File: src/blfq_pkg.sv
`timescale 1ns / 1ps
package blfq_pkg;

  localparam int MAX_FILTER_BITS = 1024;
  localparam int FS_W = 11;
  localparam int NH_W = 8;
  localparam int QDEPTH = 2;

  localparam logic [FS_W-1:0] FS_RESET = 11'd64;
  localparam logic [NH_W-1:0] NH_RESET = 8'd10;

  localparam logic [63:0] MM_C1 = 64'h87c37b91114253d5;
  localparam logic [63:0] MM_C2 = 64'h4cf5ad432745937f;
  localparam logic [63:0] FMIX_M1 = 64'hff51afd7ed558ccd;
  localparam logic [63:0] FMIX_M2 = 64'hc4ceb9fe1a85ec53;
  localparam logic [63:0] KEY_BYTES = 64'd8;

  localparam logic REG_FILTER_SIZE = 1'b0;
  localparam logic REG_NUM_HASHES = 1'b1;

  localparam logic OP_ADD = 1'b0;
  localparam logic OP_QUERY = 1'b1;

  typedef struct packed {
    logic [FS_W-1:0] es;
    logic [NH_W-1:0] nh;
  } cfg_t;

  typedef struct packed {
    logic            op;
    logic [63:0]     s;
    logic [63:0]     b;
    logic [FS_W-1:0] ra;
    logic [FS_W-1:0] rb;
    logic [FS_W-1:0] w;
  } job_t;

  typedef enum logic [1:0] {F_IDLE, F_MUL, F_MOD, F_PUSH} front_st_e;
  typedef enum logic [2:0] {B_CLEAR, B_IDLE, B_PROBE, B_FIN, B_DONE} back_st_e;

  function automatic logic [FS_W-1:0] mod_step(input logic [FS_W-1:0] r, input logic b,
                                               input logic [FS_W-1:0] es);
    logic [FS_W:0] t;
    t = {r, b};
    if (t >= {1'b0, es}) begin
      t = t - {1'b0, es};
    end
    return t[FS_W-1:0];
  endfunction

  function automatic logic [63:0] xs33(input logic [63:0] v);
    return v ^ (v >> 33);
  endfunction

endpackage

File: src/blfq_fifo.sv
`timescale 1ns / 1ps
module blfq_fifo (
  input  logic            clk_i,
  input  logic            rst_ni,
  input  blfq_pkg::job_t  wr_data_i,
  input  logic            wr_valid_i,
  output logic            wr_ready_o,
  output blfq_pkg::job_t  rd_data_o,
  output logic            rd_valid_o,
  input  logic            rd_ready_i
);
  localparam int PW = $clog2(blfq_pkg::QDEPTH);
  localparam int CW = $clog2(blfq_pkg::QDEPTH + 1);

  blfq_pkg::job_t slot_q [blfq_pkg::QDEPTH];
  logic [PW-1:0] wp_q, rp_q;
  logic [CW-1:0] cnt_q;
  logic push, pop;

  assign wr_ready_o = (cnt_q != CW'(blfq_pkg::QDEPTH));
  assign rd_valid_o = (cnt_q != '0);
  assign rd_data_o = slot_q[rp_q];
  assign push = wr_valid_i && wr_ready_o;
  assign pop = rd_valid_o && rd_ready_i;

  always_ff @(posedge clk_i) begin
    if (push) begin
      slot_q[wp_q] <= wr_data_i;
    end
  end

  always_ff @(posedge clk_i or negedge rst_ni) begin
    if (!rst_ni) begin
      wp_q <= '0;
      rp_q <= '0;
      cnt_q <= '0;
    end else begin
      if (push) begin
        wp_q <= (wp_q == PW'(blfq_pkg::QDEPTH - 1)) ? '0 : wp_q + PW'(1);
      end
      if (pop) begin
        rp_q <= (rp_q == PW'(blfq_pkg::QDEPTH - 1)) ? '0 : rp_q + PW'(1);
      end
      if (push && !pop) begin
        cnt_q <= cnt_q + CW'(1);
      end else if (pop && !push) begin
        cnt_q <= cnt_q - CW'(1);
      end
    end
  end
endmodule

File: config.mk
export PLATFORM = sky130hd
export DESIGN_NAME = blfq_fifo
export DESIGN_NICKNAME = d
export VERILOG_FILES = /design/src/blfq_pkg.sv /design/src/blfq_fifo.sv
export SDC_FILE = /design/constraint.sdc
export NUM_CORES = 1
export LEC_CHECK = 0
export BUFFER_PORTS_ARGS = -buffer_cell sky130_fd_sc_hd__buf_4
export CAP_MARGIN = 40
export CORE_MARGIN = 1
export CORE_UTILIZATION = 25
export CTS_CLUSTER_SIZE = 24
export DETAILED_ROUTE_END_ITERATION = 16
export SKIP_CTS_REPAIR_TIMING = 1
export SYNTH_ARGS = -nofsm -noshare
export SYNTH_HDL_FRONTEND = slang
export SYNTH_SLANG_ARGS = --single-unit
File: constraint.sdc
create_clock -name clk_i -period 12.45 [get_ports clk_i]
set_input_delay 1.8675 -clock clk_i [delete_from_list [all_inputs] [get_ports clk_i]]
set_output_delay 1.8675 -clock clk_i [all_outputs]
set_load 0.005 [all_outputs]
---- Yosys cells after proc, flatten, opt, wreduce, memory -nomap -nowiden ----
Memories as Yosys holds them, arrays and structs flattened.
Cells that the tools add are included.
Widths: inputs -> output; s select.
cells by class
  add/sub/neg operators ................... 4
  eq/ne operators ......................... 1
  mux-type cells .......................... 6
  reduce and logical (&&, ||, !) cells .... 8
operator list
  kind                 number
  $logic_and 1x1->1    4
  $mux 1               4
  $mux 2               2
  $reduce_bool 2->1    2
  $add 1x1->1 const B  2
  $add 2x1->2 const B  1
  $logic_not 1->1      2
  $ne 2x2->1 const B   1
  $sub 2x1->2 const B  1
word-level totals
  flip-flop bits (word level) ............. 4
  memory bits (writable) .................. 324
  input bits .............................. 166
  output and inout bits ................... 164
  logic and storage cells ................. 23
  memories kept ........................... 1
memories
  memory  words  width  read ports  clocked after Yosys merged registers in  wr ports  RTL line         text
  slot_q  2      162    1           0                                        1         blfq_fifo.sv:15  blfq_pkg::job_t slot_q [blfq_pkg::QDEPTH];

---- Depth between registers and ports, before layout ----
  depth after elaboration ................. 6
  mapped depth ............................ 7
  mapped depth without buffers ............ 7

---- Worst setup path before layout ----
No wires, ideal clock.
  path kind ............................... input to register
  from .................................... in wr_valid_i
  to ...................................... mem slot_q[0][0] (netlist bit) (enable)
  library setup time ...................... 0.686 ns
  arrival ................................. 8.679 ns
  required time ........................... 11.764 ns
  setup slack ............................. 3.085 ns
  stages .................................. 2
  buffers on the path ..................... 0
  cells stage by stage .................... nand2_1 -> nor2_1
between the ends
  cells in the longest elaborated chain, start to end .. 3
ends and longest elaborated chain
  item                          RTL line         text
  start: declaration            blfq_fifo.sv:6   input logic wr_valid_i,
  $logic_and 1x1->1             blfq_fifo.sv:23  assign push = wr_valid_i && wr_ready_o;
  $mux 1                        blfq_fifo.sv:27  if (push) begin
  $mux 1 (not written as such)  blfq_fifo.sv:28  slot_q[wp_q] <= wr_data_i;
  end: declaration              blfq_fifo.sv:15
No other way between the ends.

==> results.py <==
metrics = {
    "floorplan": {
        "initial_utilization": 0.2541,
        "floorplan.die.height_um": 222.5,
        "die_w_um": 222.5,
        "number_of_top_level_design_ports": 330,
        "placeableCoreArea_sq_um": 47850,
        "fp-row-count": 80,
        "die_area_sq_um": 49510,
    },
    "logic_synthesis": {
        "syn_avg_cell_area_sq_um": 23.29,
        "yosysUniqueCellTypes": 15,
        "syn_std_cell_area_sq_um": 12160,
        "area_share_of_the_leading_cell_type_in_the_synthesized_netlist": 0.8003,
        "synth_warnings": 0,
        "syn_inst": 522,
        "synthesis.nets": 689,
        "cell_accounting_for_the_most_synthesized_area": "sky130_fd_sc_hd__edfxtp_1",
        "synth-seq-cells": 328,
        "synth-seq-area-share": 0.8086,
        "cell_types_with_the_largest_area_share_after_synthesis": "sky130_fd_sc_hd__edfxtp_1, sky130_fd_sc_hd__mux2_4, sky130_fd_sc_hd__mux2_2",
    },
    "grt": {
        "globalRoute.busiestLayer": "met2",
        "gr-usage-met2": 0.1602,
        "grt_pass1_vias": 6424,
        "grt_antenna_before_repair": 2,
        "groute.usage.overall": 0.1010,
        "grt.overflow.total": 0,
        "gr_met3_demand_resource": 0.04509,
        "gr-usage-met1": 0.1191,
        "grt_start_max_net_pins": 60,
        "grt_pass1_wl_um": 37870,
    },
    "setup_path": {
        "worst-endpoint-required_ps": 10580,
        "critPathKind": "flip-flop to primary output",
        "timing.critical_path.arrival_ps": 2690,
        "crit_path_start_kind": "flip-flop",
        "path_max_fanout": 43,
        "rr_startpoint": "cnt_q[0]",
        "critPathCaptureType": "primary output",
        "worst_setup_path_startpoint": "rp_q",
    },
    "sta": {
        "fin_skew_ps": 11.88,
        "relative_max_transition_margin": 0.4312,
        "hold_viol_final": 0,
        "setup-violations-final": 0,
        "timing.setup.tns_ps": 0,
        "tightestPinTransition_ps": 853.2,
        "grt_setup_unrepaired": "no",
        "timing_max_transition_violations_final": 0,
        "clock.fmax_ghz": 0.2193,
        "min_period_over_period": 0.3663,
        "post-route-min-period_ps": 4560,
    },
    "pwr": {
        "net-switching-power_w": 0.0009862,
        "power.density_cell_area_nw_per_um2": 227.6,
        "share_clk_of_total_power": 0.269,
        "sequentialPowerShare": 0.420,
        "combPwrFrac": 0.311,
        "cellInternalPower_w": 0.002785,
        "irDropWorstVdd_mv": 0.1752,
        "lkg_pwr_nw": 6.265,
        "netSwitchingFraction": 0.2615,
    },
    "placed_design": {
        "dpl.hpwl_um": 17540,
        "port_buffers": 329,
        "place.gp.congestion": 0.6969,
    },
    "worst_hold_path": {
        "hold_start": "cnt_q[1]",
        "hold_path.class": "flip-flop to flip-flop",
    },
    "clocking": {
        "cts_buffer_depth": 3,
        "cts_tree": "built",
        "clock_latency_ps": 520,
        "cts-buffers-inserted": 37,
        "cts_max_level": 2,
        "cts_root_buffer": "sky130_fd_sc_hd__clkbuf_16",
        "clk_pin_slew_ps": 50,
        "clock_sink_count": 328,
    },
    "route": {
        "dr.first_iter.drc_count": 243,
        "route.detailed.wl_per_inst_um": 16.80,
        "drcViolationCount": 0,
        "drt_pass1_iterations": 4,
        "vias_per_cell": 3.950,
        "routed_wl_um": 25600,
        "antenna_left": 0,
        "vias": 6020,
    },
    "cells_and_area": {
        "fin_util": 0.3463,
        "final_net_count": 1051,
        "syn_to_final_growth_pct": 36.30,
        "layout-drive-gt1-share": 0.6145,
    },
    "status": {
        "outcome": "completed",
    },
    "flow_run": {
        "drv.max_cap_violation_count": 0,
    },
}
==> cells in the mapped netlist <==
cell type / instances
sky130_fd_sc_hd__and3_1: 1
sky130_fd_sc_hd__buf_2: 9
sky130_fd_sc_hd__buf_6: 9
sky130_fd_sc_hd__dfrtp_1: 4
sky130_fd_sc_hd__edfxtp_1: 324
sky130_fd_sc_hd__ha_1: 1
sky130_fd_sc_hd__inv_1: 1
sky130_fd_sc_hd__mux2_2: 92
sky130_fd_sc_hd__mux2_4: 70
sky130_fd_sc_hd__nand2_1: 2
sky130_fd_sc_hd__nand2b_1: 1
sky130_fd_sc_hd__nor2_1: 2
sky130_fd_sc_hd__or2_2: 1
sky130_fd_sc_hd__xnor2_1: 3
sky130_fd_sc_hd__xor2_1: 2
==> metal layers <==
layer,wire [um],up-vias
met1,10480,2930
met5,9,-
li1,-,2810
met2,11970,230
met4,667,2
met3,2480,48
==> worst max-delay path, stage by stage, from the launching register on <==
cell                      delay [ps]
sky130_fd_sc_hd__dfrtp_4         710
sky130_fd_sc_hd__buf_16          300
sky130_fd_sc_hd__buf_4           260
sky130_fd_sc_hd__buf_16          300
sky130_fd_sc_hd__mux2_2          390
sky130_fd_sc_hd__buf_4           140
==> layout make-up <==
| class | instances | area [sq um] |
|---|---|---|
| inverter | 1 | 3.754 |
| multi-input combinational | 175 | 2190 |
| clock inverter | 19 | 173.9 |
| antenna | 1 | 2.502 |
| timing repair buffer | 341 | 2645 |
| clock buffer | 44 | 952.2 |
| sequential | 328 | 9833 |
| fill | 4564 | 31280 |
| tap | 615 | 769.5 |
==> state kept, by name, indices dropped and copies added (netlist names) <==
| signal | flops |
|---|---|
| rp_q | 1 |
| cnt_q | 2 |
| slot_q | 324 |
| wp_q | 1 |
==> power groups by stage <==
stage | Sequential (W) | Clock (W) | Combinational, W
after floorplan | 0.00163 | 0 | 0.000648
after global placement | 0.00163 | 0 | 0.00114
after detailed placement | 0.00161 | 0 | 0.00120
after CTS | 0.00159 | 0.00106 | 0.00121
after global routing | 0.00161 | 0.00109 | 0.00126
final | 0.00158 | 0.00102 | 0.00117
==> metrics by stage <==
step	hold WS (ps)	setup WS [ps]	area [sq um]	power, W	cells
floorplan	455.9	3085	12160	0.002276	522
global placement	480.5	7972	15320	0.002765	1455
detailed placement	490.4	8398	15440	0.002810	1460
CTS	504.4	7805	16570	0.003851	1523
global route	529.1	7752	16570	0.003960	1523
finish	505.0	7890	16570	0.003772	1524
==> logic make-up after synthesis <==
family | Yosys count | share of synthesized area
xor gates and xnor gates | 5 | 0.003603
and+or+nand+nor | 7 | 0.002780
DFF | 328 | 0.8086
buffers and inverters | 19 | 0.01235
adders and majority gates | 1 | 0.001029
muxes | 162 | 0.1717
==> path summary, 6_finish.rpt <==
kind                                      end  slack, ps  cells past startpoint
worst max-delay path            rd_data_o[39]       7890                      5
worst min register to register       cnt_q[1]        500                      1
max in group asynchronous                rp_q      11200                      1
min in group asynchronous            cnt_q[0]       1130                      1
worst max register to register  slot_q[0][80]       9860                      5
worst min-delay path                 cnt_q[1]        500                      1
==> layout by cell type, fill, tap and decap left out, drive strengths merged <==
cell,netlist,final
and3,1,1
buf,18,341
bufinv,0,3
clkbuf,0,44
clkinv,0,14
clkinvlp,0,1
dfrtp,4,4
diode,0,1
edfxtp,324,324
ha,1,1
inv,1,2
mux2,162,162
nand2,2,2
nand2b,1,1
nor2,2,2
or2,1,1
xnor2,3,3
xor2,2,2
Note: power is estimated with default switching activity, not from simulation.
