===== src/blfq_pkg.sv =====
`timescale 1ns / 1ps
package blfq_pkg;

  localparam int MAX_FILTER_BITS = 1024;
  localparam int FS_W = 11;
  localparam int NH_W = 8;
  localparam int QDEPTH = 2;

  localparam logic [FS_W-1:0] FS_RESET = 11'd64;
  localparam logic [NH_W-1:0] NH_RESET = 8'd10;

  localparam logic [63:0] MM_C1 = 64'h87c37b91114253d5;
  localparam logic [63:0] MM_C2 = 64'h4cf5ad432745937f;
  localparam logic [63:0] FMIX_M1 = 64'hff51afd7ed558ccd;
  localparam logic [63:0] FMIX_M2 = 64'hc4ceb9fe1a85ec53;
  localparam logic [63:0] KEY_BYTES = 64'd8;

  localparam logic REG_FILTER_SIZE = 1'b0;
  localparam logic REG_NUM_HASHES = 1'b1;

  localparam logic OP_ADD = 1'b0;
  localparam logic OP_QUERY = 1'b1;

  typedef struct packed {
    logic [FS_W-1:0] es;
    logic [NH_W-1:0] nh;
  } cfg_t;

  typedef struct packed {
    logic            op;
    logic [63:0]     s;
    logic [63:0]     b;
    logic [FS_W-1:0] ra;
    logic [FS_W-1:0] rb;
    logic [FS_W-1:0] w;
  } job_t;

  typedef enum logic [1:0] {F_IDLE, F_MUL, F_MOD, F_PUSH} front_st_e;
  typedef enum logic [2:0] {B_CLEAR, B_IDLE, B_PROBE, B_FIN, B_DONE} back_st_e;

  function automatic logic [FS_W-1:0] mod_step(input logic [FS_W-1:0] r, input logic b,
                                               input logic [FS_W-1:0] es);
    logic [FS_W:0] t;
    t = {r, b};
    if (t >= {1'b0, es}) begin
      t = t - {1'b0, es};
    end
    return t[FS_W-1:0];
  endfunction

  function automatic logic [63:0] xs33(input logic [63:0] v);
    return v ^ (v >> 33);
  endfunction

endpackage


===== src/blfq_back.sv =====
`timescale 1ns / 1ps
module blfq_back #(
  parameter int MAX_FILTER_BITS = blfq_pkg::MAX_FILTER_BITS
) (
  input  logic            clk_i,
  input  logic            rst_ni,
  input  blfq_pkg::cfg_t  cfg_i,
  input  blfq_pkg::job_t  job_i,
  input  logic            job_valid_i,
  output logic            job_ready_o,
  output logic            clearing_o,
  output logic            out_valid_o,
  input  logic            out_ready_i,
  output logic            possibly_present_o
);
  localparam int FS_W = blfq_pkg::FS_W;
  localparam int NH_W = blfq_pkg::NH_W;
  localparam int IDXW = $clog2(MAX_FILTER_BITS);

  blfq_pkg::back_st_e st_q, st_d;
  logic            mem [MAX_FILTER_BITS];
  logic [IDXW-1:0] ptr_q, maddr;
  logic            mem_we, mem_wd, rd_q;
  logic            op_q, all_q, chk_q, ov_q, res_q;
  logic [63:0]     s_q, b_q;
  logic [FS_W-1:0] r_q, rb_q, w_q, r_d;
  logic [NH_W-1:0] n_q;
  logic [64:0]     s_sum;
  logic [FS_W:0]   t1, t2, es_x;
  logic            miss, last, out_free;

  assign es_x = {1'b0, cfg_i.es};
  assign s_sum = {1'b0, s_q} + {1'b0, b_q};
  assign miss = chk_q && !rd_q;
  assign last = ({1'b0, n_q} + (NH_W+1)'(1)) == {1'b0, cfg_i.nh};
  assign out_free = !ov_q || out_ready_i;

  always_comb begin
    t1 = {1'b0, r_q} + {1'b0, rb_q};
    if (t1 >= es_x) begin
      t1 = t1 - es_x;
    end
    t2 = t1;
    if (s_sum[64]) begin
      if (t1 >= {1'b0, w_q}) begin
        t2 = t1 - {1'b0, w_q};
      end else begin
        t2 = t1 + es_x - {1'b0, w_q};
      end
    end
    r_d = t2[FS_W-1:0];
  end

  always_comb begin
    st_d = st_q;
    case (st_q)
      blfq_pkg::B_CLEAR: if (ptr_q == IDXW'(MAX_FILTER_BITS - 1)) st_d = blfq_pkg::B_IDLE;
      blfq_pkg::B_IDLE: begin
        if (job_valid_i) begin
          st_d = (cfg_i.nh == '0) ? blfq_pkg::B_FIN : blfq_pkg::B_PROBE;
        end
      end
      blfq_pkg::B_PROBE: if (last) st_d = blfq_pkg::B_FIN;
      blfq_pkg::B_FIN:   st_d = blfq_pkg::B_DONE;
      blfq_pkg::B_DONE:  if (out_free) st_d = blfq_pkg::B_IDLE;
      default:           st_d = blfq_pkg::B_IDLE;
    endcase
  end

  always_comb begin
    job_ready_o = (st_q == blfq_pkg::B_IDLE);
    clearing_o = (st_q == blfq_pkg::B_CLEAR);
    mem_we = clearing_o || ((st_q == blfq_pkg::B_PROBE) && (op_q == blfq_pkg::OP_ADD));
    mem_wd = !clearing_o;
    maddr = clearing_o ? ptr_q : IDXW'(r_q);
    out_valid_o = ov_q;
    possibly_present_o = res_q;
  end

  always_ff @(posedge clk_i) begin
    if (mem_we) begin
      mem[maddr] <= mem_wd;
    end
    rd_q <= mem[maddr];
  end

  always_ff @(posedge clk_i or negedge rst_ni) begin
    if (!rst_ni) begin
      st_q <= blfq_pkg::B_CLEAR;
      ptr_q <= '0;
      ov_q <= 1'b0;
      chk_q <= 1'b0;
    end else begin
      st_q <= st_d;
      if ((st_q == blfq_pkg::B_DONE) && out_free) begin
        ov_q <= 1'b1;
      end else if (out_ready_i) begin
        ov_q <= 1'b0;
      end
      case (st_q)
        blfq_pkg::B_CLEAR: ptr_q <= ptr_q + IDXW'(1);
        blfq_pkg::B_IDLE:  chk_q <= 1'b0;
        blfq_pkg::B_PROBE: chk_q <= (op_q == blfq_pkg::OP_QUERY);
        blfq_pkg::B_FIN:   chk_q <= 1'b0;
        default: ;
      endcase
    end
  end

  always_ff @(posedge clk_i) begin
    case (st_q)
      blfq_pkg::B_IDLE: begin
        op_q <= job_i.op;
        s_q <= job_i.s;
        b_q <= job_i.b;
        r_q <= job_i.ra;
        rb_q <= job_i.rb;
        w_q <= job_i.w;
        n_q <= '0;
        all_q <= 1'b1;
      end
      blfq_pkg::B_PROBE: begin
        s_q <= s_sum[63:0];
        r_q <= r_d;
        n_q <= n_q + NH_W'(1);
        all_q <= all_q && !miss;
      end
      blfq_pkg::B_FIN: all_q <= (op_q == blfq_pkg::OP_QUERY) && all_q && !miss;
      blfq_pkg::B_DONE: if (out_free) res_q <= all_q;
      default: ;
    endcase
  end
endmodule


===== config.mk =====
export PLATFORM = sky130hd
export DESIGN_NAME = blfq_back
export DESIGN_NICKNAME = d
export VERILOG_FILES = /design/src/blfq_pkg.sv /design/src/blfq_back.sv
export SDC_FILE = /design/constraint.sdc
export NUM_CORES = 2
export LEC_CHECK = 0
export ABC_AREA = 1
export BUFFER_PORTS_ARGS = -buffer_cell sky130_fd_sc_hd__buf_2
export CORE_ASPECT_RATIO = 1.2
export CORE_MARGIN = 2
export CORE_UTILIZATION = 55
export DETAILED_ROUTE_END_ITERATION = 10
export PLACE_DENSITY = 0.72
export SKIP_LAST_GASP = 1
export SLEW_MARGIN = 20
export SYNTH_ARGS = -nofsm -noshare
export SYNTH_HDL_FRONTEND = slang
export SYNTH_SLANG_ARGS = --single-unit

===== constraint.sdc =====
create_clock -name clk_i -period 14.8 [get_ports clk_i]
set_input_delay 0.74 -clock clk_i [delete_from_list [all_inputs] [get_ports clk_i]]
set_output_delay 0.74 -clock clk_i [all_outputs]
set_load 0.01 [all_outputs]

==> Word-level counts from Yosys, hierarchy flattened <==
Memories as Yosys holds them, arrays and structs flattened. A register that Yosys moved wholly into a read port is not among the register bits.
Index checks and enable logic that the tools add are counted.
W data, S select, Z words.
{ "totals": {"reg_bits": 187, "ramBits": 1024, "inputBits": 185, "out_inout_bits": 4, "elab_cells": 76, "mem_count": 1} }
{ "mem_list": {"columns": ["name", "words", "word_bits", "rd", "rd_clocked_by_memory_dff", "write_ports", "line_no", "text"], "rows": [
  ["mem", 1024, 1, 1, 1, 1, "blfq_back.sv:21", "logic mem [MAX_FILTER_BITS];"]
]} }
{ "op_classes": {"n_addsub": 9, "magnitude_cmp": 2, "eq_ne": 10, "mux": 19, "n_bitwise": 1, "reduce_logical": 21} }
{ "ops": {"columns": ["op", "count"], "rows": [
  ["$pmux W64 S2", 1],
  ["$add A64 B64 Y65", 1],
  ["$ge A12 B11 Y1", 2],
  ["$mux W11", 2],
  ["$pmux W11 S2", 1],
  ["$sub A11 B11 Y11", 2],
  ["$pmux W8 S2", 1],
  ["$pmux W3 S5", 1],
  ["$add A11 B11 Y12", 1],
  ["$mux W12", 1],
  ["$mux W3", 4],
  ["$sub A12 B11 Y12", 1],
  ["$add A11 B11 Y11", 1],
  ["$add A10 B1 Y10 const B", 1],
  ["$eq A10 B10 Y1 const B", 1],
  ["$mux W10", 1],
  ["$add A8 B1 Y9 const B", 1],
  ["$eq A9 B8 Y1", 1],
  ["$add A8 B1 Y8 const B", 1],
  ["$logic_not A8 Y1", 1],
  ["$eq A3 B2 Y1 const B", 2],
  ["$logic_and A1 B1 Y1", 6],
  ["$ne A2 B2 Y1 const B", 3],
  ["$reduce_bool A2 Y1", 3],
  ["14 further kinds", 22]
]} }

==> Logic depth before layout (Yosys ltp) <==
{ "depth": {"depth_word": 8, "mapped_depth": 36} }

==> Worst setup path before layout <==
OpenSTA, ideal clock, no wires.
{ "synth_path": {"path_kind": "register to register", "from": "register st_q[2]", "to": "memory mem[298], enable pin", "t_arrival_ns": 9.722, "required_ns": 14.546, "slack_ns": 4.824, "stages_incl_launch_ff": 11, "path_buffers": 5, "synth_period_minus_slack_ns": 9.976, "path_cell_list": "dfrtp_1 inv_2 nand2_4 buf_6 buf_2 o21ai_1 buf_2 nand2_1 buf_2 buf_2 nor2_1"} }
{ "synth_via": {"elab_chain_len": 5} }
{ "synth_rtl": {"columns": ["item", "line_no", "text"], "rows": [
  ["from (decl)", "blfq_back.sv:20", "blfq_pkg::back_st_e st_q, st_d;"],
  ["from (signal assigned)", "blfq_back.sv:89", "st_q <= blfq_pkg::B_CLEAR;"],
  ["from (signal assigned)", "blfq_back.sv:94", "st_q <= st_d;"],
  ["$eq A3 B2 Y1", "blfq_back.sv:73", "mem_we = clearing_o || ((st_q == blfq_pkg::B_PROBE) && (op_q == blfq_pkg::OP_ADD));"],
  ["$logic_and A1 B1 Y1", "blfq_back.sv:73", null],
  ["$logic_or A1 B1 Y1", "blfq_back.sv:73", null],
  ["$mux W1", "blfq_back.sv:81", "if (mem_we) begin"],
  ["$mux W1 (not written as such)", "blfq_back.sv:82", "mem[maddr] <= mem_wd;"],
  ["to (decl)", "blfq_back.sv:21", null]
]} }
Parallel ways exist; a longest one is shown, timed or not.

==> Worst setup path after layout <==
{ "layout_path": {"from": "register r_q[2]", "to": "register r_q[10] (data pin)"} }
{ "layout_via": {"elab_chain_len": 8} }
{ "layout_rtl": {"columns": ["item", "line_no", "text"], "rows": [
  ["from (decl)", "blfq_back.sv:26", "logic [FS_W-1:0] r_q, rb_q, w_q, r_d;"],
  ["from (signal assigned)", "blfq_back.sv:116", "r_q <= job_i.ra;"],
  ["from (signal assigned)", "blfq_back.sv:124", "r_q <= r_d;"],
  ["$add A11 B11 Y12 (*)", "blfq_back.sv:39", "t1 = {1'b0, r_q} + {1'b0, rb_q};"],
  ["$sub A12 B11 Y12 or $ge A12 B11 Y1 (tied branches)", "blfq_back.sv:41, blfq_back.sv:40", null],
  ["$mux W12 (*)", "blfq_back.sv:40", "if (t1 >= es_x) begin"],
  ["$add A11 B11 Y11", "blfq_back.sv:48", "t2 = t1 + es_x - {1'b0, w_q};"],
  ["$sub A11 B11 Y11", "blfq_back.sv:48", null],
  ["$mux W11", "blfq_back.sv:45", "if (t1 >= {1'b0, w_q}) begin"],
  ["$mux W11 (*)", "blfq_back.sv:44", "if (s_sum[64]) begin"],
  ["$pmux W11 S2 (*)", "blfq_back.sv:111", "case (st_q)"]
]} }
Mark *: on every way between the ends. The rest lies on a longest branch, timed or not.
A chain may end at the register's enable or synchronous reset.

==> run_results.csv <==
group,metric,value,unit
outcome,outcome,"complete, no violations",
setup_path,crit_type,"flip-flop to flip-flop",
drt,drt-wirelength-per-cell,21.3,um
placed_design,routabilityCongestion,0.935,
timing,fmax,137,MHz
floorplanning,die_area,0.113,mm^2
floorplanning,rows,133,
timing,tns,0,ns
layout,final_nets,7129,
timing,skew,0.0402,ns
synth,synth_top_cell_by_area,"edfxtp_1",
timing,relSlewSlack,21.2,%
synth,yosysWarningCount,0,
floorplanning,ios,189,
clock_network,cts_repair_resize_count,0,
setup_path,critPathSlowestCell,"a21oi_1",
timing,fin_crit_sh,49.4,%
floorplanning,chipWidth,307,um
clock_network,cts.htree.levels,3,
global_route,grt_pass1_vias,45278,
setup_path,rrSetupSlack,7.48,ns
layout,fill_cells,9437,
clock_network,cts_buffer_depth,3,
setup_path,reg2reg_from,"r_q[2]",
setup_path,worst_setup_path_end_kind,"flip-flop",
drt,wirelength,178000,um
floorplanning,core_area,0.109,mm^2
job,cap_violations,0,
synth,synthesis.area,0.0607,mm^2
synth,synth_area_leaders,"edfxtp_1 59%, nand2_1 17%, nor2_1 7.8%",
clock_network,clk_pin_slew,0.06,ns
timing,worstMarginPinSlew,1.18,ns
clock_network,cts_root_buffer,"clkbuf_16",
floorplanning,die_h,368,um
clock_network,cts_buffers,118,
layout,multiInputGateArea,0.0220,mm^2
setup_path,crit_path_start_kind,"flip-flop",
drt,vias,47352,
layout,diodes,0,
clock_network,postCtsSetupBuffers,0,
setup_path,crit_required,15.28,ns
global_route,grt-ovfl-total,0,
setup_path,worst_r2r_endpoint,"r_q[10]",
synth,synth_ff_type,"edfxtp_1",
clock_network,cts_tree,"yes",
clock_network,cts_hold_buf,1,
drt,drc,0,
timing,hold_viol,0,
synth,avgSynthCellArea,8.87,um^2
floorplanning,initial_utilization,55.4,%
synth,ys_async_sr_fraction,1.24,%
setup_path,r2r_cells,32,
global_route,antenna_found_initial,2,
layout,drive_gt1_share,7.70,%
timing,setup_violations,0,
layout,final-seq-area,0.0363,mm^2
worst_hold_path,min_path_type,"primary input to flip-flop",
timing,setup_slack,7.48,ns
layout,area_growth,9.37,%
timing,rsz0062_at_grt,"false",
timing,maxSlewViolCount,0,
synth,synth_cell_types,54,
clock_network,cts_sinks,1212,
synth,ys_seq_area_share,59.8,%
worst_hold_path,hp-start,"job_i[87]",
synth,ys_seq_elements,1212,
drt,drtIter0Drc,5794,
setup_path,cpMostUsedCell,"nand2_1",
setup_path,crit_start,"r_q[2]",
global_route,grt.total_usage,31.2,%
placed_design,port_buffers,188,
drt,drt_pass1_iterations,6,
placed_design,pre_cts_ws,7.51,ns
setup_path,arrival,7.80,ns
synth,synthCells,6839,
synth,syn-num-nets,7147,
layout,fin_util,60.6,%
global_route,grt_max_degree,231,
setup_path,crit_fanout,16,
global_route,grt_pass1_wl,268000,um
drt,vias_per_cell,5.68,
synth,yosys-top-cells-count,"2749 x nand2_1, 1266 x nor2_1, 1196 x edfxtp_1",
timing,layout_min_cycle_time,7.32,ns
synth,synth-edff-count,1196,
clock_network,insertion_delay,0.74,ns
placed_design,hpwl,103000,um
setup_path,critPathMaxStageDelay,0.53,ns
synth,synth_top_cell_area_share,59.2,%
setup_path,crit_path_end,"r_q[10]",
synth,yosysMostFrequentCell,"nand2_1",
drt,ant_nets,0,
[worst min path at each step]
stage | cells past startpoint | endpoint | slack, ns
after floorplan | 0 | possibly_present_o | 0.43
after CTS | 1 | b_q[62] | 0.12
after detailed placement | 0 | possibly_present_o | 0.47
after global placement | 0 | possibly_present_o | 0.47
after global routing | 1 | b_q[46] | 0.15
final | 1 | b_q[54] | 0.18
[state kept, by name, summed over array words and instances (netlist names)]
signal	cells
mem	1024
b_q	64
s_q	64
r_q	11
rb_q	11
w_q	11
ptr_q	10
n_q	8
st_q	3
all_q	1
chk_q	1
op_q	1
out_valid_o	1
possibly_present_o	1
rd_q	1
[cells by family after synthesis]
group           after synthesis  share of synthesized area [%]
xor+xnor                     87                           1.26
simple gates               4391                           28.3
buf+inv                     636                           4.34
fa+ha+maj                   123                           2.71
flops                      1212                           59.8
compound gates              390                           3.61
[routing by layer]
layer | wire, um | global-route usage (%) | vias to the layer above
met3 | 14300 | 3.88 | 412
met1 | 67600 | 39.7 | 22495
li1 | - | - | 22199
met5 | 21 | 0 | -
met2 | 87600 | 53.6 | 2242
met4 | 8300 | 14.0 | 4
[critical path: cells and delay by family (launching register included)]
family                     cells  cell delay [ns]
and+or+nand+nor               17             2.35
AOI/OAI and AO/OA              9             2.64
buffers and inverters          2             0.34
DFF                            1             0.41
adders and majority gates      3             1.13
xor gates and xnor gates       1             0.22
[cells in the final DEF (no fill, tap or decap), types with 6 or more instances in the layout]
cell type | synthesis | routed
o21bai_1 | 11 | 11
a31oi_1 | 25 | 25
bufinv_16 | 0 | 10
a21oi_1 | 142 | 142
inv_1 | 221 | 220
edfxtp_1 | 1196 | 1196
ha_1 | 109 | 109
nand4_1 | 20 | 20
nor3_1 | 25 | 24
nand3_4 | 0 | 6
o21ai_1 | 19 | 17
dfrtp_1 | 15 | 15
nor3_4 | 6 | 7
clkbuf_16 | 0 | 121
xnor2_1 | 41 | 41
inv_2 | 11 | 11
xor2_1 | 46 | 46
o21ai_0 | 131 | 131
o21a_1 | 14 | 14
clkinv_1 | 2 | 39
nor4_1 | 7 | 7
a21boi_0 | 7 | 7
buf_2 | 146 | 188
clkinv_2 | 0 | 16
nand3_1 | 270 | 251
nand3b_1 | 8 | 8
or2_2 | 22 | 22
buf_4 | 9 | 69
clkbuf_1 | 201 | 24
fa_1 | 14 | 14
nor2_1 | 1266 | 1264
a21o_1 | 17 | 17
nand3_2 | 1 | 14
nand2_1 | 2749 | 2718
nand2_2 | 3 | 30
[stage by stage]
stage,std cells,cell area (um^2),hold WS [ns]
after floorplan,6839,60700,0.425
after detailed placement,8117,62500,0.473
after global routing,8338,66400,0.147
after global placement,8117,62500,0.468
after CTS,8338,66300,0.121
final,8338,66400,0.177
[layout make-up]
cell class | instances | share of cell area, %
Clock buffer | 145 | 4.70
Clock inverter | 75 | 0.999
Inverter | 234 | 1.33
Multi-Input combinational cell | 4991 | 33.2
Sequential cell | 1212 | 54.7
Tap cell | 1417 | 2.67
Timing Repair Buffer | 264 | 2.38
Power is left out: the tool's default activity adds up to more than one toggle a clock period on the data nets, which glitch-free logic cannot reach.
