$ cat config.mk
export PLATFORM = sky130hd
export DESIGN_NAME = blfq_front
export DESIGN_NICKNAME = d
export VERILOG_FILES = /design/src/blfq_pkg.sv /design/src/blfq_front.sv
export SDC_FILE = /design/constraint.sdc
export NUM_CORES = 2
export LEC_CHECK = 0
export ABC_AREA = 1
export BUFFER_PORTS_ARGS = -buffer_cell sky130_fd_sc_hd__buf_4
export CAP_MARGIN = 25
export CORE_ASPECT_RATIO = 1.2
export CORE_MARGIN = 1
export CORE_UTILIZATION = 59
export DETAILED_ROUTE_END_ITERATION = 10
export MAX_ROUTING_LAYER = met4
export PLACE_DENSITY = 0.79
export SYNTH_ARGS = -nofsm -noshare
export SYNTH_HDL_FRONTEND = slang
export SYNTH_SLANG_ARGS = --single-unit
$ cat constraint.sdc
create_clock -name clk_i -period 10.4 [get_ports clk_i]
set_input_delay 2.6 -clock clk_i [delete_from_list [all_inputs] [get_ports clk_i]]
set_output_delay 2.6 -clock clk_i [all_outputs]
set_load 0.005 [all_outputs]
$ cat src/blfq_pkg.sv
`timescale 1ns / 1ps
package blfq_pkg;

  localparam int MAX_FILTER_BITS = 1024;
  localparam int FS_W = 11;
  localparam int NH_W = 8;
  localparam int QDEPTH = 2;

  localparam logic [FS_W-1:0] FS_RESET = 11'd64;
  localparam logic [NH_W-1:0] NH_RESET = 8'd10;

  localparam logic [63:0] MM_C1 = 64'h87c37b91114253d5;
  localparam logic [63:0] MM_C2 = 64'h4cf5ad432745937f;
  localparam logic [63:0] FMIX_M1 = 64'hff51afd7ed558ccd;
  localparam logic [63:0] FMIX_M2 = 64'hc4ceb9fe1a85ec53;
  localparam logic [63:0] KEY_BYTES = 64'd8;

  localparam logic REG_FILTER_SIZE = 1'b0;
  localparam logic REG_NUM_HASHES = 1'b1;

  localparam logic OP_ADD = 1'b0;
  localparam logic OP_QUERY = 1'b1;

  typedef struct packed {
    logic [FS_W-1:0] es;
    logic [NH_W-1:0] nh;
  } cfg_t;

  typedef struct packed {
    logic            op;
    logic [63:0]     s;
    logic [63:0]     b;
    logic [FS_W-1:0] ra;
    logic [FS_W-1:0] rb;
    logic [FS_W-1:0] w;
  } job_t;

  typedef enum logic [1:0] {F_IDLE, F_MUL, F_MOD, F_PUSH} front_st_e;
  typedef enum logic [2:0] {B_CLEAR, B_IDLE, B_PROBE, B_FIN, B_DONE} back_st_e;

  function automatic logic [FS_W-1:0] mod_step(input logic [FS_W-1:0] r, input logic b,
                                               input logic [FS_W-1:0] es);
    logic [FS_W:0] t;
    t = {r, b};
    if (t >= {1'b0, es}) begin
      t = t - {1'b0, es};
    end
    return t[FS_W-1:0];
  endfunction

  function automatic logic [63:0] xs33(input logic [63:0] v);
    return v ^ (v >> 33);
  endfunction

endpackage

$ cat src/blfq_front.sv
`timescale 1ns / 1ps
module blfq_front (
  input  logic            clk_i,
  input  logic            rst_ni,
  input  blfq_pkg::cfg_t  cfg_i,
  input  logic            en_i,
  input  logic            in_valid_i,
  output logic            in_ready_o,
  input  logic            op_i,
  input  logic [63:0]     key_i,
  output blfq_pkg::job_t  job_o,
  output logic            job_valid_o,
  input  logic            job_ready_i
);
  localparam int FS_W = blfq_pkg::FS_W;

  blfq_pkg::front_st_e st_q, st_d;
  logic            op_q;
  logic [63:0]     x_q, h1_q, h2_q, a_q, b_q, p_q, acc_q;
  logic [2:0]      ph_q;
  logic [1:0]      ms_q;
  logic [5:0]      cnt_q;
  logic [FS_W-1:0] ra_q, rb_q, rw_q;
  logic [63:0]     mc, res, h2f, fa;
  logic [31:0]     mx, my;
  logic [63:0]     prod;
  logic [FS_W:0]   wp1;
  logic            mul_done, mod_done;

  always_comb begin
    case (ph_q)
      3'd0:    mc = blfq_pkg::MM_C1;
      3'd1:    mc = blfq_pkg::MM_C2;
      3'd2:    mc = blfq_pkg::FMIX_M1;
      3'd3:    mc = blfq_pkg::FMIX_M2;
      3'd4:    mc = blfq_pkg::FMIX_M1;
      default: mc = blfq_pkg::FMIX_M2;
    endcase
  end

  always_comb begin
    case (ms_q)
      2'd1:    begin mx = x_q[31:0];  my = mc[63:32]; end
      2'd2:    begin mx = x_q[63:32]; my = mc[31:0];  end
      default: begin mx = x_q[31:0];  my = mc[31:0];  end
    endcase
  end

  assign prod = 64'(mx) * 64'(my);
  assign res = acc_q + {p_q[31:0], 32'h0};
  assign h2f = blfq_pkg::xs33(res);
  assign fa = h1_q + h2f;
  assign mul_done = (ms_q == 2'd3) && (ph_q == 3'd5);
  assign mod_done = (cnt_q == 6'd63);
  assign wp1 = {1'b0, rw_q} + (FS_W+1)'(1);

  always_comb begin
    st_d = st_q;
    case (st_q)
      blfq_pkg::F_IDLE: if (in_valid_i && in_ready_o) st_d = blfq_pkg::F_MUL;
      blfq_pkg::F_MUL:  if (mul_done) st_d = blfq_pkg::F_MOD;
      blfq_pkg::F_MOD:  if (mod_done) st_d = blfq_pkg::F_PUSH;
      blfq_pkg::F_PUSH: if (job_ready_i) st_d = blfq_pkg::F_IDLE;
      default:          st_d = blfq_pkg::F_IDLE;
    endcase
  end

  always_comb begin
    in_ready_o = en_i && (st_q == blfq_pkg::F_IDLE);
    job_valid_o = (st_q == blfq_pkg::F_PUSH);
    job_o.op = op_q;
    job_o.s = a_q;
    job_o.b = b_q;
    job_o.ra = ra_q;
    job_o.rb = rb_q;
    job_o.w = (wp1 == {1'b0, cfg_i.es}) ? '0 : wp1[FS_W-1:0];
  end

  always_ff @(posedge clk_i or negedge rst_ni) begin
    if (!rst_ni) begin
      st_q <= blfq_pkg::F_IDLE;
      ph_q <= '0;
      ms_q <= '0;
      cnt_q <= '0;
    end else begin
      st_q <= st_d;
      case (st_q)
        blfq_pkg::F_IDLE: begin
          ph_q <= '0;
          ms_q <= '0;
          cnt_q <= '0;
        end
        blfq_pkg::F_MUL: begin
          ms_q <= ms_q + 2'd1;
          if (ms_q == 2'd3) begin
            ph_q <= ph_q + 3'd1;
          end
        end
        blfq_pkg::F_MOD: cnt_q <= cnt_q + 6'd1;
        default: ;
      endcase
    end
  end

  always_ff @(posedge clk_i) begin
    case (st_q)
      blfq_pkg::F_IDLE: begin
        op_q <= op_i;
        x_q <= key_i;
        ra_q <= '0;
        rb_q <= '0;
        rw_q <= '0;
      end
      blfq_pkg::F_MUL: begin
        case (ms_q)
          2'd0: p_q <= prod;
          2'd1: begin acc_q <= p_q; p_q <= prod; end
          2'd2: begin acc_q <= res; p_q <= prod; end
          default: begin
            case (ph_q)
              3'd0: x_q <= {res[32:0], res[63:33]};
              3'd1: begin
                h1_q <= (res ^ blfq_pkg::KEY_BYTES) + blfq_pkg::KEY_BYTES;
                h2_q <= (res ^ blfq_pkg::KEY_BYTES) + blfq_pkg::KEY_BYTES
                        + blfq_pkg::KEY_BYTES;
                x_q <= blfq_pkg::xs33((res ^ blfq_pkg::KEY_BYTES) + blfq_pkg::KEY_BYTES);
              end
              3'd2: x_q <= blfq_pkg::xs33(res);
              3'd3: begin
                h1_q <= blfq_pkg::xs33(res);
                x_q <= blfq_pkg::xs33(h2_q);
              end
              3'd4: x_q <= blfq_pkg::xs33(res);
              default: begin
                a_q <= fa;
                b_q <= h2f + fa;
              end
            endcase
          end
        endcase
      end
      blfq_pkg::F_MOD: begin
        ra_q <= blfq_pkg::mod_step(ra_q, a_q[~cnt_q], cfg_i.es);
        rb_q <= blfq_pkg::mod_step(rb_q, b_q[~cnt_q], cfg_i.es);
        rw_q <= blfq_pkg::mod_step(rw_q, 1'b1, cfg_i.es);
      end
      default: ;
    endcase
  end
endmodule

Yosys cells after proc, flatten, opt, wreduce, memory -nomap -nowiden
Cells that the tools add are included.
{"block": "word_totals", "regBits": 495, "output_inout_bits": 164, "input_bits": 89}
{"block": "op_classes", "mux": 28, "n_addsub": 12, "reduce_logical": 21, "eq_ne": 20, "mul": 1, "magnitude_cmp": 4, "n_bitwise": 7}
{"op": "case mux 64 bit (2 select lines)", "count": 3}
{"op": "case mux 64 bit (4 select lines)", "count": 1}
{"op": "adder 64 bit", "count": 3}
{"op": "case mux 64 bit (3 select lines)", "count": 1}
{"op": "XOR 64 x 31 -> 64 bit", "count": 3}
{"op": "adder 64 x 4 -> 64 bit, second input constant", "count": 2}
{"op": "case mux 11 bit (2 select lines)", "count": 3}
{"op": "multiplier 32 x 32 -> 64 bit", "count": 1}
{"op": "2-to-1 mux 32 bit", "count": 2}
{"op": "2-to-1 mux 64 bit", "count": 1}
{"op": "2-to-1 mux 11 bit", "count": 4}
{"op": ">= comparator 12 x 11 -> 1 bit", "count": 3}
{"op": "subtractor 11 bit", "count": 3}
{"op": "adder 11 x 1 -> 12 bit, second input constant", "count": 1}
{"op": "binary-select mux 1 bit (select 6 bit)", "count": 2}
{"op": "equality test 12 x 11 -> 1 bit", "count": 1}
{"op": "case mux 6 bit (2 select lines)", "count": 1}
{"op": "AND reduction 3 bit", "count": 4}
{"op": "inequality test 2 bit, second input constant", "count": 5}
{"op": "equality test 2 bit, second input constant", "count": 4}
{"op": "2-to-1 mux 2 bit", "count": 4}
{"op": "case mux 2 bit (4 select lines)", "count": 1}
{"op": "nonzero test 2 bit", "count": 4}
{"op": "< comparator 6 x 7 -> 1 bit, second input constant", "count": 1}
{"op": "other kinds (24)", "count": 35}

Depth between registers and ports, before layout
{"block": "depth", "ltp_word": 7, "depth_mapped": 42, "depth_no_buf": 42}

Worst setup path after synthesis
No wires, ideal clock.
{"block": "synth_timing", "path_kind": "reg2reg", "start": "register ph_q[0]", "end": "register a_q[0] (enable)", "required_ps": 9595, "period_less_slack_ps": 11506, "path_slack_ps": -1106, "arrival_time_ps": 10700, "n_path_buf": 1, "path_stages_with_launch": 9, "setup_ps": 805, "cell_sequence": "dfrtp_1 inv_1 ha_1 nand2_1 nand2_1 clkbuf_1 nor2_1 inv_1 a211oi_1"}
{"block": "synth_between", "elab_chain_cells": 4}
{"element": "from (decl)", "line": "blfq_front.sv:20", "text": "logic [2:0] ph_q;"}
{"element": "from (signal assigned)", "line": "blfq_front.sv:96", "text": "ph_q <= ph_q + 3'd1;"}
{"element": "equality test 3 bit, or another cell as far along", "line": "blfq_front.sv:120", "text": "case (ph_q)"}
{"element": "OR reduction 5 bit (no source line) *"}
{"element": "NOT 1 bit (no source line) *"}
{"element": "AND reduction 3 bit (no source line) *"}
{"element": "to (signal assigned)", "line": "blfq_front.sv:135", "text": "a_q <= fa;"}
{"element": "to (decl)", "line": "blfq_front.sv:19", "text": "logic [63:0] x_q, h1_q, h2_q, a_q, b_q, p_q, acc_q;"}
Every way passes the cells marked *; elsewhere a longest branch is shown, timed or not.
A chain may end at the register's enable or synchronous reset.

Worst setup path in the final report
{"block": "layout_timing", "start": "register ph_q[0]", "end": "register p_q[59], data pin"}
{"block": "layout_between", "elab_chain_cells": 5}
{"element": "equality test 3 bit / equality test 3 x 2 -> 1 bit (equally long branches)", "line": "blfq_front.sv:31", "text": "case (ph_q)"}
{"element": "OR reduction 2 bit (no source line)"}
{"element": "case mux 64 bit (3 select lines) *", "line": "blfq_front.sv:31"}
{"element": "2-to-1 mux 32 bit *", "line": "blfq_front.sv:42", "text": "case (ms_q)"}
{"element": "multiplier 32 x 32 -> 64 bit *", "line": "blfq_front.sv:49", "text": "assign prod = 64'(mx) * 64'(my);"}
{"element": "named net prod[59]", "line": "blfq_front.sv:26", "text": "logic [63:0] prod;"}
{"element": "to (signal assigned)", "line": "blfq_front.sv:116", "text": "2'd0: p_q <= prod;"}
{"element": "to (signal assigned)", "line": "blfq_front.sv:117", "text": "2'd1: begin acc_q <= p_q; p_q <= prod; end"}
{"element": "to (signal assigned)", "line": "blfq_front.sv:118", "text": "2'd2: begin acc_q <= res; p_q <= prod; end"}
{"element": "to (decl)", "line": "blfq_front.sv:19"}
The timed path passes the listed nets; every way through them passes the cells marked *.

==> results.py <==
metrics = {
    "die": {
        "die_h_um": 379,
        "ios": 253,
        "core_um2": 117000,
        "die_w_um": 316,
        "start_util_pct": 59.8,
        "dieArea_um2": 120000,
        "num_rows": 137,
    },
    "logic_synthesis": {
        "synth_fa_ha_area_share_pct": 34.3,
        "ys_ff_latch": 495,
        "synth.distinct_cells": 64,
        "synth_compound_area_share_pct": 9.62,
        "synth_cells": 8749,
        "yosys.area_share.simple_pct": 19.6,
        "synth_xor_area_share_pct": 4.44,
        "syn_nets": 10200,
        "synthMuxAreaShare_pct": 0.0448,
        "synth_warnings": 0,
        "syn_avg_cell_area_um2": 7.98,
        "yosysSeqAreaShare_pct": 21.2,
        "synth_top_family_by_area": "adder cells",
        "synth_edf_count": 482,
        "async_reset_ff_share_pct": 2.63,
        "syn-cell-area_um2": 69900,
        "ys.flop_type": "edfxtp_1",
    },
    "detailed_routing": {
        "wl_per_cell_um": 27.9,
        "final_antenna_net_count": 0,
        "drt_iter0_markers": 7061,
        "viasPerCell": 6.19,
        "wirelength_mm": 295,
        "drc_errors": 0,
        "vias": 65600,
        "first_pass_iters": 9,
    },
    "timing": {
        "timing.slew.headroom_pct": 23.2,
        "clock_skew_ns": 0.0482,
        "slew_violations": 0,
        "period_share_pct": 96.5,
        "whs_ns": 0.527,
        "max_clock_freq_mhz": 99.7,
        "rsz0062_at_grt": "false",
        "worstMarginPinSlew_ns": 1.15,
        "finalWorstSetupSlack_ns": 0.369,
        "fin_setup_tns_ns": 0,
        "finalHoldViolations": 0,
        "finalSetupViolCount": 0,
        "fin_crit_ns": 10.03,
    },
    "setup_path": {
        "cp_slowest_cell": "fa_1",
        "cp.arrival_ns": 10.44,
        "end_kind": "register",
        "startpoint_type": "register",
        "crit_type": "register to register",
        "cp_slowest_stage_delay_ns": 0.56,
        "cp_max_fo": 15,
        "worstPathRequired_ns": 10.80,
    },
    "cts": {
        "cts_buffers": 47,
        "root_buffer": "clkbuf_16",
        "worstSkewPairLatency_ns": 0.67,
        "cts_buffer_depth": 3,
        "clkSinkCount": 495,
        "h-tree-depth": 2,
        "cts.hold.buffers_added": 0,
        "cts_tree": "yes",
        "clk_pin_slew_worst_paths_ns": 0.07,
    },
    "cells_and_area": {
        "syn_to_final_growth_pct": 9.09,
        "finalInstanceArea_um2": 76200,
        "final_nets": 10500,
        "nFillCells": 9987,
        "layout-drive-gt1-share_pct": 8.20,
        "final_common_cell": "nand2_1",
        "final_cell_mix": "1729 x nand2_1, 1714 x inv_1, 1109 x nor2_1",
    },
    "place": {
        "gp_congestion": 1.11,
        "dpl_cell_area_um2": 74600,
        "preCtsSetupSlack_ns": 0.441,
        "hpwl_mm": 241,
        "io_buffer_count": 244,
    },
    "global_routing": {
        "grt_max_degree": 79,
        "grt_overflow_total": 0,
        "grt_util_all_layers_pct": 51.0,
        "grt_pass1_vias": 66300,
        "grt_antenna_before_repair": 17,
        "grt_first_pass_wirelength_mm": 423,
    },
    "power": {
        "p_leak_uw": 0.0367,
        "p_per_area_nw_per_um2": 65.3,
        "ir_drop_v": 0.000126,
    },
    "flow_run": {
        "cap_violations": 0,
    },
    "status": {
        "status": "finished clean",
    },
    "hold_path": {
        "min_path_type": "register to register",
    },
}
## through the flow
| step | instances | util [%] | power, uW |
|---|---|---|---|
| after floorplan | 8749 | - | 2910 |
| after global placement | 10500 | 63.7 | 3160 |
| after detailed placement | 10500 | 63.8 | 3200 |
| after CTS | 10600 | 65.1 | 4950 |
| after global routing | 10600 | 65.2 | 5120 |
| final | 10600 | 65.2 | 4980 |
## flip-flops by register name (all words and copies together), names as in the netlist
register  count
h2_q         64
op_q          1
ph_q          3
p_q          64
acc_q        64
ra_q         11
cnt_q         6
st_q          2
rw_q         11
a_q          64
rb_q         11
x_q          64
ms_q          2
b_q          64
h1_q         64
## kinds of logic after synthesis
kind of cell | after synthesis
XOR/XNOR | 347
AND/OR/NAND/NOR | 3335
AO/OA/AOI/OAI | 1181
adder cells (fa/ha/maj) | 1373
multiplexers | 3
buffers and inverters | 2015
flip-flops | 495
## cells in the mapped netlist (all sizes together), types with 14 or more instances
cell type	number	area, um^2
nor2	1174	4630
a22oi	17	128
o2111ai	17	149
o21ai	445	2230
clkbuf	232	871
a21boi	16	120
ha	471	5890
nor3	48	277
a21o	14	105
inv	1740	6530
clkinv	22	83.8
o22ai	28	175
a211oi	14	105
a21oi	404	2030
o221ai	33	289
edfxtp	482	14500
xnor2	110	982
fa	902	18100
a31oi	86	538
xor2	237	2120
o211ai	17	128
o21a	33	248
nand3	218	1150
buf	21	95.1
nand4	75	518
nor4	19	119
a41oi	17	149
nand2	1776	6800
## worst paths after layout
check	start	to	slack (ns)	cells after the start
max	ph_q[0]$_DFFE_PN0P_	p_q[59]$_DFFE_PP_	0.37	37
max reg2reg	ph_q[0]$_DFFE_PN0P_	p_q[59]$_DFFE_PP_	0.37	37
min	p_q[45]$_DFFE_PP_	acc_q[45]$_DFFE_PP_	0.53	2
min in group asynchronous	rst_ni	cnt_q[0]$_DFFE_PN0P_	1.80	1
min reg2reg	p_q[45]$_DFFE_PP_	acc_q[45]$_DFFE_PP_	0.53	2
max in group asynchronous	rst_ni	ph_q[1]$_DFFE_PN0P_	8.32	1
## routing by layer
layer	vias up	track usage, %	routed length [um]
li1	28000	-	-
met1	31100	48.8	88500
met2	4621	80.4	136000
met3	1879	12.7	29600
met4	0	55.8	41200
met5	-	-	0
## layout make-up
| cell class | instances | area, um^2 | area share (%) |
|---|---|---|---|
| multi-input combinational | 6239 | 47700 | 62.6 |
| sequential | 495 | 14800 | 19.4 |
| clock buffer | 62 | 1280 | 1.68 |
| timing repair buffer | 464 | 3570 | 4.69 |
| inverter | 1762 | 6620 | 8.69 |
| antenna | 21 | 52.6 | 0.0690 |
| tap | 1529 | 1910 | 2.51 |
| clock inverter | 22 | 230 | 0.302 |
## worst max-delay path: cells and delay by family (launching register included)
kind / cells / cell delay (ns)
AOI/OAI and AO/OA: 1 / 0.13
xor gates and xnor gates: 1 / 0.09
adders and majority gates: 10 / 4.16
buffers and inverters: 12 / 2.15
DFF: 1 / 0.41
and+or+nand+nor: 13 / 2.83
## power breakdown
group | internal, uW | leakage [uW] | total, uW | switching [uW]
registers | 2270 | 0.00453 | 2350 | 77.6
clock network | 932 | 0.000743 | 1790 | 858
logic | 373 | 0.0314 | 834 | 461
## timing repair
item | in CTS | in global routing
setup endpoints to repair | 0 | 7
gates resized for setup | 0 | 5
buffers inserted | 0 | 3
No activity file was read; power rests on OpenSTA's default activity.
